$ cat src/hdl/ttwm_pkg.sv
// Shared constants, payload types and register codes of the tiled triangle wipe mask.
`default_nettype none
package ttwm_pkg;

  // Screen size in tiles.
  localparam int TILE_COLUMNS = 32;
  localparam int TILE_ROWS    = 28;
  localparam int HALF_W       = 4 * TILE_COLUMNS;
  localparam int HALF_H       = 4 * TILE_ROWS;

  // Signed forms used by the offset arithmetic.
  localparam logic signed [9:0] HALF_W_S    = 10'(HALF_W);
  localparam logic signed [9:0] HALF_H_S    = 10'(HALF_H);
  localparam logic signed [9:0] COLS_M1_S   = 10'(TILE_COLUMNS - 1);
  localparam logic signed [9:0] ROWS_M1_S   = 10'(TILE_ROWS - 1);
  localparam logic signed [9:0] HALF_COLS_S = 10'(TILE_COLUMNS / 2);
  localparam logic signed [9:0] HALF_ROWS_S = 10'(TILE_ROWS / 2);

  // Fill index arithmetic.
  localparam logic [5:0]        FULL_BASE = 6'd31;
  localparam logic signed [7:0] FILL_BIAS = 8'sd15;
  localparam logic [3:0]        FILL_MAX  = 4'd15;
  localparam logic [3:0]        BYTES_MAX = 4'd8;

  // Masked pixel value, replicated over the line word.
  localparam logic [63:0] PIX_ALL  = 64'hFDFD_FDFD_FDFD_FDFD;
  localparam logic [7:0]  PIX_BYTE = PIX_ALL[7:0];

  // Configuration register indexes.
  localparam logic [1:0] REG_CENTER_X  = 2'd0;
  localparam logic [1:0] REG_CENTER_Y  = 2'd1;
  localparam logic [1:0] REG_MAX_LEVEL = 2'd2;

  // Reset values of the configuration registers.
  localparam logic [7:0] CENTER_X_RST  = 8'd128;
  localparam logic [7:0] CENTER_Y_RST  = 8'd112;
  localparam logic [6:0] MAX_LEVEL_RST = 7'd66;

  // Per-line facts that ride alongside the divider.
  typedef struct packed {
    logic [4:0] d;
    logic [4:0] cdist;
    logic       lower;
    logic       left;
    logic [2:0] line;
  } side_t;

  // Divider stage payload: partial remainder, quotient so far, divisor.
  typedef struct packed {
    logic [12:0] rem;
    logic [5:0]  quo;
    logic [6:0]  dvsr;
    side_t       side;
  } div_t;

  // Front stage payload.
  typedef struct packed {
    logic [5:0] k;
    logic [6:0] diff;
    logic [6:0] mx;
    side_t      side;
  } front_t;

endpackage
`default_nettype wire

$ cat src/hdl/ttwm_if.sv
// Channel interfaces of the tiled triangle wipe mask: request, mask result and configuration.
`default_nettype none
interface ttwm_req_if;
  logic       valid;
  logic       ready;
  logic [4:0] tile_row;
  logic [4:0] tile_col;
  logic [2:0] line_in_tile;
  logic [6:0] level;
  modport source (output valid, output tile_row, output tile_col,
                  output line_in_tile, output level, input ready);
  modport sink   (input valid, input tile_row, input tile_col,
                  input line_in_tile, input level, output ready);
endinterface

interface ttwm_mask_if;
  logic        valid;
  logic        ready;
  logic [63:0] line_word;
  modport source (output valid, output line_word, input ready);
  modport sink   (input valid, input line_word, output ready);
endinterface

interface ttwm_cfg_if;
  logic       valid;
  logic       ready;
  logic [1:0] index;
  logic [7:0] data;
  modport source (output valid, output index, output data, input ready);
  modport sink   (input valid, input index, input data, output ready);
endinterface
`default_nettype wire

$ cat src/hdl/tiled_triangle_wipe_mask_top.sv
// Top level of the tiled triangle wipe mask: six-stage pipeline from tile line to mask word.
//
// The block turns one request item (tile row, tile column, line within the tile and a
// wipe level) into one mask item: a 64-bit line word whose byte k is 0xFD where pixel k
// is covered by the wipe and 0 where it is not. Both channels use valid/ready; an item
// moves at a rising edge where both are high.
// The configuration channel writes center_x (index 0), center_y (index 1) and max_level
// (index 2); it is always ready and other indexes are dropped. Write it only while no
// item is in flight. A max_level of 0 behaves as 1.
// An accepted request is registered in turn by stage 0, stage 1, the three divider stages
// and the output word register, which presents the mask item to the receiver.
// Throughput is one item per cycle while the receiver does not stall: every stage holds
// one item, and the 13-by-7 bit division of the fill scale is a restoring divider spread
// over three stages, two quotient bits each, so nothing in the path iterates in place.
// When the receiver stalls, each stage holds its item and the pipeline keeps filling its
// empty stages; request ready falls only once every stage is occupied, so up to six
// items can be queued inside. Nothing is dropped or repeated across a stall.
// Synchronous reset empties all stages and restores center 128/112 and max_level 66.
`default_nettype none
module tiled_triangle_wipe_mask_top (
  input  wire logic    clk,
  input  wire logic    rst,
  ttwm_cfg_if.sink     cfg,
  ttwm_req_if.sink     req,
  ttwm_mask_if.source  mask
);

  // Configuration registers.
  logic [7:0] center_x;
  logic [7:0] center_y;
  logic [6:0] max_level;

  assign cfg.ready = 1'b1;

  always_ff @(posedge clk) begin
    if (rst) begin
      center_x  <= ttwm_pkg::CENTER_X_RST;
      center_y  <= ttwm_pkg::CENTER_Y_RST;
      max_level <= ttwm_pkg::MAX_LEVEL_RST;
    end else if (cfg.valid) begin
      unique case (cfg.index)
        ttwm_pkg::REG_CENTER_X:  center_x  <= cfg.data;
        ttwm_pkg::REG_CENTER_Y:  center_y  <= cfg.data;
        ttwm_pkg::REG_MAX_LEVEL: max_level <= cfg.data[6:0];
        default: ;
      endcase
    end
  end

  // Stage handshake: a stage takes a new item when it is empty or its item moves on.
  logic v0, v1, v5;
  logic r0, r1, r5;
  logic rdy2, rdy3, rdy4;
  logic v2, v3, v4;

  // Stage 0: tile offsets, diamond distance, quadrant and level clamp.
  logic signed [9:0] sx, sy, sx_adj, sy_adj, xo, yo;
  logic signed [9:0] row_s, col_s, tx, ty, ax, ay;
  logic [4:0]        dxt, dyt;
  logic [7:0]        cdx, cdy, cmax;
  logic [6:0]        mx, a_cl;
  ttwm_pkg::front_t  front_next;
  ttwm_pkg::front_t  front;

  always_comb begin
    sx     = signed'({2'b00, center_x}) - ttwm_pkg::HALF_W_S;
    sy     = signed'({2'b00, center_y}) - ttwm_pkg::HALF_H_S;
    // Division by eight that truncates toward zero.
    sx_adj = sx + (sx[9] ? 10'sd7 : 10'sd0);
    sy_adj = sy + (sy[9] ? 10'sd7 : 10'sd0);
    xo     = sx_adj >>> 3;
    yo     = sy_adj >>> 3;
    row_s  = signed'({5'b00000, req.tile_row});
    col_s  = signed'({5'b00000, req.tile_col});
    tx     = ttwm_pkg::COLS_M1_S - (col_s <<< 1) + (xo <<< 1);
    ty     = ttwm_pkg::ROWS_M1_S - (row_s <<< 1) + (yo <<< 1);
    ax     = tx[9] ? -tx : tx;
    ay     = ty[9] ? -ty : ty;
    dxt    = ax[5:1];
    dyt    = ay[5:1];

    cdx  = (center_x >= 8'(ttwm_pkg::HALF_W)) ? center_x - 8'(ttwm_pkg::HALF_W)
                                               : 8'(ttwm_pkg::HALF_W) - center_x;
    cdy  = (center_y >= 8'(ttwm_pkg::HALF_H)) ? center_y - 8'(ttwm_pkg::HALF_H)
                                               : 8'(ttwm_pkg::HALF_H) - center_y;
    cmax = (cdx > cdy) ? cdx : cdy;

    mx   = (max_level == 7'd0) ? 7'd1 : max_level;
    a_cl = (req.level > mx) ? mx : req.level;

    // The distance never exceeds 31, so it fits the 5-bit d field.
    front_next.side.d     = (dxt > dyt) ? dxt : dyt;
    front_next.side.cdist = cmax[7:3];
    front_next.side.lower = (row_s - yo) >= ttwm_pkg::HALF_ROWS_S;
    front_next.side.left  = (col_s - xo) < ttwm_pkg::HALF_COLS_S;
    front_next.side.line  = req.line_in_tile;
    front_next.k          = ttwm_pkg::FULL_BASE + {1'b0, cmax[7:3]};
    front_next.diff       = mx - a_cl;
    front_next.mx         = mx;
  end

  assign r0        = !v0 || r1;
  assign req.ready = r0;

  always_ff @(posedge clk) begin
    if (rst) begin
      v0 <= 1'b0;
    end else if (r0) begin
      v0 <= req.valid;
    end
  end

  always_ff @(posedge clk) begin
    if (r0 && req.valid) begin
      front <= front_next;
    end
  end

  // Stage 1: scale product (31 + centre distance) * (max - level), at most 48 * 127.
  ttwm_pkg::div_t prod;

  assign r1 = !v1 || rdy2;

  always_ff @(posedge clk) begin
    if (rst) begin
      v1 <= 1'b0;
    end else if (r1) begin
      v1 <= v0;
    end
  end

  always_ff @(posedge clk) begin
    if (r1 && v0) begin
      prod.rem  <= {7'b0, front.k} * {6'b0, front.diff};
      prod.quo  <= 6'd0;
      prod.dvsr <= front.mx;
      prod.side <= front.side;
    end
  end

  // Stages 2 to 4: quotient bits 5..0. The quotient is at most 48, so six bits suffice.
  ttwm_pkg::div_t q2, q3, q4;

  ttwm_div_stage u_div_a (
    .clk       (clk),
    .rst       (rst),
    .top_bit   (3'd5),
    .in_valid  (v1),
    .in_ready  (rdy2),
    .in_data   (prod),
    .out_valid (v2),
    .out_ready (rdy3),
    .out_data  (q2)
  );

  ttwm_div_stage u_div_b (
    .clk       (clk),
    .rst       (rst),
    .top_bit   (3'd3),
    .in_valid  (v2),
    .in_ready  (rdy3),
    .in_data   (q2),
    .out_valid (v3),
    .out_ready (rdy4),
    .out_data  (q3)
  );

  ttwm_div_stage u_div_c (
    .clk       (clk),
    .rst       (rst),
    .top_bit   (3'd1),
    .in_valid  (v3),
    .in_ready  (rdy4),
    .in_data   (q3),
    .out_valid (v4),
    .out_ready (r5),
    .out_data  (q4)
  );

  // Stage 5: fill index, per-line byte count and the output word register.
  logic signed [7:0] v_raw;
  logic [3:0]        v_cl;
  logic [2:0]        lref;
  logic signed [5:0] n_raw;
  logic [3:0]        n_cnt;
  logic [63:0]       word_next;
  logic [63:0]       word;

  always_comb begin
    v_raw = signed'({2'b00, q4.quo}) + signed'({3'b000, q4.side.d})
            - ttwm_pkg::FILL_BIAS - signed'({3'b000, q4.side.cdist});
    if (v_raw < 8'sd0) begin
      v_cl = 4'd0;
    end else if (v_raw > signed'({4'b0000, ttwm_pkg::FILL_MAX})) begin
      v_cl = ttwm_pkg::FILL_MAX;
    end else begin
      v_cl = v_raw[3:0];
    end
    // In the lower half the triangle grows from the bottom line of the tile.
    lref  = q4.side.lower ? ~q4.side.line : q4.side.line;
    n_raw = signed'({2'b00, v_cl}) - signed'({3'b000, lref});
    if (n_raw < 6'sd0) begin
      n_cnt = 4'd0;
    end else if (n_raw > signed'({2'b00, ttwm_pkg::BYTES_MAX})) begin
      n_cnt = ttwm_pkg::BYTES_MAX;
    end else begin
      n_cnt = n_raw[3:0];
    end
    for (int b = 0; b < 8; b++) begin
      if (q4.side.left) begin
        word_next[8*b +: 8] = (4'(b) < n_cnt) ? ttwm_pkg::PIX_BYTE : 8'h00;
      end else begin
        word_next[8*b +: 8] = (({1'b0, 4'(b)} + {1'b0, n_cnt}) >= {1'b0, ttwm_pkg::BYTES_MAX})
                              ? ttwm_pkg::PIX_BYTE : 8'h00;
      end
    end
  end

  assign r5 = !v5 || mask.ready;

  always_ff @(posedge clk) begin
    if (rst) begin
      v5 <= 1'b0;
    end else if (r5) begin
      v5 <= v4;
    end
  end

  always_ff @(posedge clk) begin
    if (r5 && v4) begin
      word <= word_next;
    end
  end

  assign mask.valid     = v5;
  assign mask.line_word = word;

  // A full pipeline facing a stalled receiver must refuse new requests.
  assert property (@(posedge clk) disable iff (rst)
    (v0 && v1 && v2 && v3 && v4 && v5 && !mask.ready) |-> !req.ready)
    else $error("request accepted while every stage is occupied and output is stalled");

  // The scale factor never exceeds one, so the quotient stays at or below 31 + 17.
  assert property (@(posedge clk) disable iff (rst)
    v4 |-> (q4.quo <= 6'd48))
    else $error("divider quotient out of range");

  // After reset no result is presented.
  assert property (@(posedge clk)
    rst |=> !mask.valid)
    else $error("mask item presented right after reset");

endmodule
`default_nettype wire

$ cat src/hdl/ttwm_div_stage.sv
// One registered stage of the restoring divider, two quotient bits per stage.
`default_nettype none
module ttwm_div_stage (
  input  wire logic             clk,
  input  wire logic             rst,
  input  wire logic [2:0]       top_bit,
  input  wire logic             in_valid,
  output logic                  in_ready,
  input  wire ttwm_pkg::div_t   in_data,
  output logic                  out_valid,
  input  wire logic             out_ready,
  output ttwm_pkg::div_t        out_data
);

  logic [2:0]     low_bit;
  logic [12:0]    dv_hi;
  logic [12:0]    dv_lo;
  logic [12:0]    rem_mid;
  logic [5:0]     quo_mid;
  ttwm_pkg::div_t step_next;

  always_comb begin
    low_bit = top_bit - 3'd1;
    dv_hi   = {6'b0, in_data.dvsr} << top_bit;
    dv_lo   = {6'b0, in_data.dvsr} << low_bit;
    step_next = in_data;
    rem_mid = in_data.rem;
    quo_mid = in_data.quo;
    if (rem_mid >= dv_hi) begin
      rem_mid = rem_mid - dv_hi;
      quo_mid = quo_mid | (6'b1 << top_bit);
    end
    step_next.rem = rem_mid;
    step_next.quo = quo_mid;
    if (rem_mid >= dv_lo) begin
      step_next.rem = rem_mid - dv_lo;
      step_next.quo = quo_mid | (6'b1 << low_bit);
    end
  end

  assign in_ready = !out_valid || out_ready;

  always_ff @(posedge clk) begin
    if (rst) begin
      out_valid <= 1'b0;
    end else if (in_ready) begin
      out_valid <= in_valid;
    end
  end

  always_ff @(posedge clk) begin
    if (in_ready && in_valid) begin
      out_data <= step_next;
    end
  end

endmodule
`default_nettype wire

$ cat src/flat_wrapper.sv
// flat-port wrapper written by rule: the top's interface ports become plain ports
module tiled_triangle_wipe_mask_top_flat 
  (clk, rst, cfg_valid, cfg_index, cfg_data, cfg_ready, req_valid, req_tile_row, req_tile_col, req_line_in_tile, req_level, req_ready, mask_valid, mask_line_word, mask_ready);
  ttwm_cfg_if cfg_i ();
  ttwm_req_if req_i ();
  ttwm_mask_if mask_i ();
  input  wire logic clk;
  input  wire logic rst;
  input wire logic [$bits(cfg_i.valid)-1:0] cfg_valid;
  input wire logic [$bits(cfg_i.index)-1:0] cfg_index;
  input wire logic [$bits(cfg_i.data)-1:0] cfg_data;
  output wire logic [$bits(cfg_i.ready)-1:0] cfg_ready;
  input wire logic [$bits(req_i.valid)-1:0] req_valid;
  input wire logic [$bits(req_i.tile_row)-1:0] req_tile_row;
  input wire logic [$bits(req_i.tile_col)-1:0] req_tile_col;
  input wire logic [$bits(req_i.line_in_tile)-1:0] req_line_in_tile;
  input wire logic [$bits(req_i.level)-1:0] req_level;
  output wire logic [$bits(req_i.ready)-1:0] req_ready;
  output wire logic [$bits(mask_i.valid)-1:0] mask_valid;
  output wire logic [$bits(mask_i.line_word)-1:0] mask_line_word;
  input wire logic [$bits(mask_i.ready)-1:0] mask_ready;
  assign cfg_i.valid = cfg_valid;
  assign cfg_i.index = cfg_index;
  assign cfg_i.data = cfg_data;
  assign cfg_ready = cfg_i.ready;
  assign req_i.valid = req_valid;
  assign req_i.tile_row = req_tile_row;
  assign req_i.tile_col = req_tile_col;
  assign req_i.line_in_tile = req_line_in_tile;
  assign req_i.level = req_level;
  assign req_ready = req_i.ready;
  assign mask_valid = mask_i.valid;
  assign mask_line_word = mask_i.line_word;
  assign mask_i.ready = mask_ready;
  tiled_triangle_wipe_mask_top u_core (.clk(clk), .rst(rst), .cfg(cfg_i), .req(req_i), .mask(mask_i));
endmodule
$ cat config.mk
export PLATFORM = sky130hd
export DESIGN_NAME = tiled_triangle_wipe_mask_top_flat
export DESIGN_NICKNAME = d
export VERILOG_FILES = /design/src/hdl/ttwm_pkg.sv /design/src/hdl/ttwm_if.sv /design/src/hdl/tiled_triangle_wipe_mask_top.sv /design/src/hdl/ttwm_div_stage.sv /design/src/flat_wrapper.sv
export SDC_FILE = /design/constraint.sdc
export NUM_CORES = 1
export LEC_CHECK = 0
export BUFFER_PORTS_ARGS = -buffer_cell sky130_fd_sc_hd__buf_2
export CAP_MARGIN = 20
export CORE_ASPECT_RATIO = 1.2
export CORE_MARGIN = 2
export CORE_UTILIZATION = 39
export CTS_CLUSTER_DIAMETER = 80
export DETAILED_ROUTE_END_ITERATION = 16
export SLEW_MARGIN = 40
export SYNTH_ARGS = -nofsm -noshare
export SYNTH_HDL_FRONTEND = slang
export SYNTH_HIERARCHICAL = 1
export SYNTH_SLANG_ARGS = --single-unit
$ cat constraint.sdc
create_clock -name clk -period 8.6 [get_ports clk]
set_input_delay 0.86 -clock clk [delete_from_list [all_inputs] [get_ports clk]]
set_output_delay 0.86 -clock clk [all_outputs]
set_load 0.02 [all_outputs]
==> results.md <==
* Cts hold-fix bufs at 0
* Setup violators final at 0
* DIE AREA at approximately 48,000 um2
* Core area at approximately 46,000 um2
* HPWL after DPL at around 30,000 um
* Min Tclk post-route at 5.79 ns
* Hold WC Path Type: flop to flop
* Crit Path Category: flop to flop
* Post-route insts no fill at between 2,000 and 3,000
* Via count at 12,900
* Synth warn at 6
* Top Metal Used: met5
* Syn-to-layout area delta at 8.89%
* ANT cells at 0
* I/O Buffers at 92
* Vias in the first global route at roughly 13,000
* Post-CTS setup buffer count at 0
* Nature of the critical path endpoint: flop
* First-pass GRT wire length at 61,200 um
* Row cnt at 86
* Total chip power at 0.00680 W
* Die width at about 200 um
* Worst-path clk slew at 0.06 ns
* Final period util at 0.673
* Number of CTS-inserted buffers at 24
* Initial drt markers at ~520
* Rel. slew slack at 0.461
* P per Cell Area at approximately 350 nW/um2
* CTS tree: built
* Met1 Routed Length at 16,100 um
* Avg WL per Cell at roughly 15 um
* Status: complete, no violations
* Total GRT Usage at 0.156
* Height of the die at 239 um
* Sink Count at 210
* Via density at around 5.1
* Final ANT Viol Nets at 0
* Clock buffer depth at 3
* Critical Path RT at about 8.9 ns
* Worst Max-Slew Pin Slew at between 0.8 and 0.9 ns
* Fin Setup TNS at 0 ns
* RSZ-0062 raised after global routing: false
* Crit-path cells: mux2_2 -> nand2_1 -> o21ai_0 -> o21ai_0 -> ha_1 -> nand2_1 -> o21ai_1 -> a21oi_1 -> nand2_2 -> mux2_2 -> ha_1 -> nor2b_1 -> o21ai_2 -> a221oi_1 -> o211a_1 -> a2111o_1 -> a311oi_4 -> o21ai_4 -> mux2_2
* Fin. Hold Viols at 0
* Setup Skew at approximately 0.009 ns
* Final net count at roughly 2,200
* Final core utilization at 0.428
* Critical Path Start Type: flop
* Cell family with the largest share of critical-path delay: compound AO/OA/AOI/OAI gates
* Fmax achieved at about 0.17 GHz
* Post-Route WL at roughly 38,000 um
* WL met3 at between 1000 and 1500 um
* Placed Cells at between 2,000 and 3,000
* CP max FO at 26
* Worst hold margin at 0.412 ns
* Drt drc at 0
* MaxCap Viol Count at 0
* Data arrival, critical path at around 6.1 ns
* DR WL met2 at between 15,000 and 20,000 um
* H-tree levels at 1
* Initial antenna violation count at 1
* Slew Limit Fails at 0
* Slowest-stage cell, CP: o21ai_4
* Layout cells sized above 1 at 0.133
* Post-Syn Area per Cell at just under 10 um2
* Initial Utilization at 0.393
* Root Buffer: clkbuf_16
* First drt pass iteration count at 4
* Largest net degree at the start of global routing at 42
* GPL Wtd Cong at roughly 0.87
* Slowest Stage Delay on Critical Path at ~0.48 ns
* I/O Pins at between 100 and 150
* Worst VDD drop at between 0.0004 and 0.0005 V
* Total congestion overflow at 0
* Post-CTS Resized at 0
* Clock Latency Late Sink at about 0.53 ns
* Cell leakage power at 8.16 nW
* Cells after synthesis at 1,852
* Mapped cell area at roughly 18,000 um2
* WP buf/inv at 0
* Most common cell on crit path: mux2_2
## cell type report
class	count	area, um2
repair buffers	96	498
multi-input cells	1431	10900
clock buffers	28	616
inverters	147	552
well taps	616	771
fillers	4459	26100
clock inverters	14	198
flip-flops and latches	210	6020
## stage by stage
step	area, um2	setup slack (ns)
after CTS	19500	2.62
final	19500	2.81
after detailed placement	18700	2.68
after floorplan	18100	3.70
after global placement	18700	2.89
after global routing	19500	2.49
## per-layer routing
| metal | vias up | GRT usage |
|---|---|---|
| met4 | 2 | 0.0494 |
| met5 | - | 0 |
| met1 | 6066 | 0.187 |
| met2 | 199 | 0.289 |
| li1 | 6595 | - |
| met3 | 65 | 0.0186 |
## flip-flops by register name (all words and copies together), names as in the netlist
register / cells
u_core/v1: 1
u_core/prod: 35
u_core/v0: 1
u_core/front: 35
u_core/center_x: 8
u_core/max_level: 7
u_core/u_div_b/out_valid: 1
u_core/u_div_a/out_data: 41
u_core/mask.valid: 1
u_core/u_div_c/out_data: 21
u_core/mask.line_word: 8
u_core/center_y: 8
u_core/u_div_b/out_data: 41
u_core/u_div_a/out_valid: 1
u_core/u_div_c/out_valid: 1
## placed cells by master, fill, tap and decap left out, drive strengths merged, types with 15 or more instances in the layout
master and n:
a21oi 192, xor2 34, nand3 26, inv 149
ha 184, and2 35, clkbuf 28, nor2b 24
buf 96, mux2 31, o21ai 74, a21o 37
mux2i 60, nor3 25, fa 38, dfxtp 29
nand2b 21, xnor2 79, o21bai 15, edfxtp 181
nand2 173, nor2 139, conb 56, nand4 16
## where the power goes
part / leakage (nW) / internal, W / switching (W)
clock network: 0.397 / 0.000638 / 0.000417
logic: 5.86 / 0.00185 / 0.00237
registers: 1.91 / 0.00143 / 0.0000994
## worst paths after layout
path	cells after the start	slack (ns)	from	end
worst min-delay path	0	0.41	u_core/u_div_b/out_data[3]	u_core/u_div_c/out_data[3]
worst min register to register	0	0.41	u_core/u_div_b/out_data[3]	u_core/u_div_c/out_data[3]
worst max-delay path	19	2.81	u_core/u_div_a/out_data[19]	u_core/u_div_b/out_data[39]
worst max register to register	19	2.81	u_core/u_div_a/out_data[19]	u_core/u_div_b/out_data[39]
## worst reg2reg max path: cells and delay by family (launching register included)
family                   cells  cell delay, ns
AO/OA/AOI/OAI               10            2.47
multiplexers                 3            1.16
AND/OR/NAND/NOR              4            0.82
adder cells (fa/ha/maj)      2            0.65
flip-flops                   1            0.45
Power figures use the tool's default switching activity.
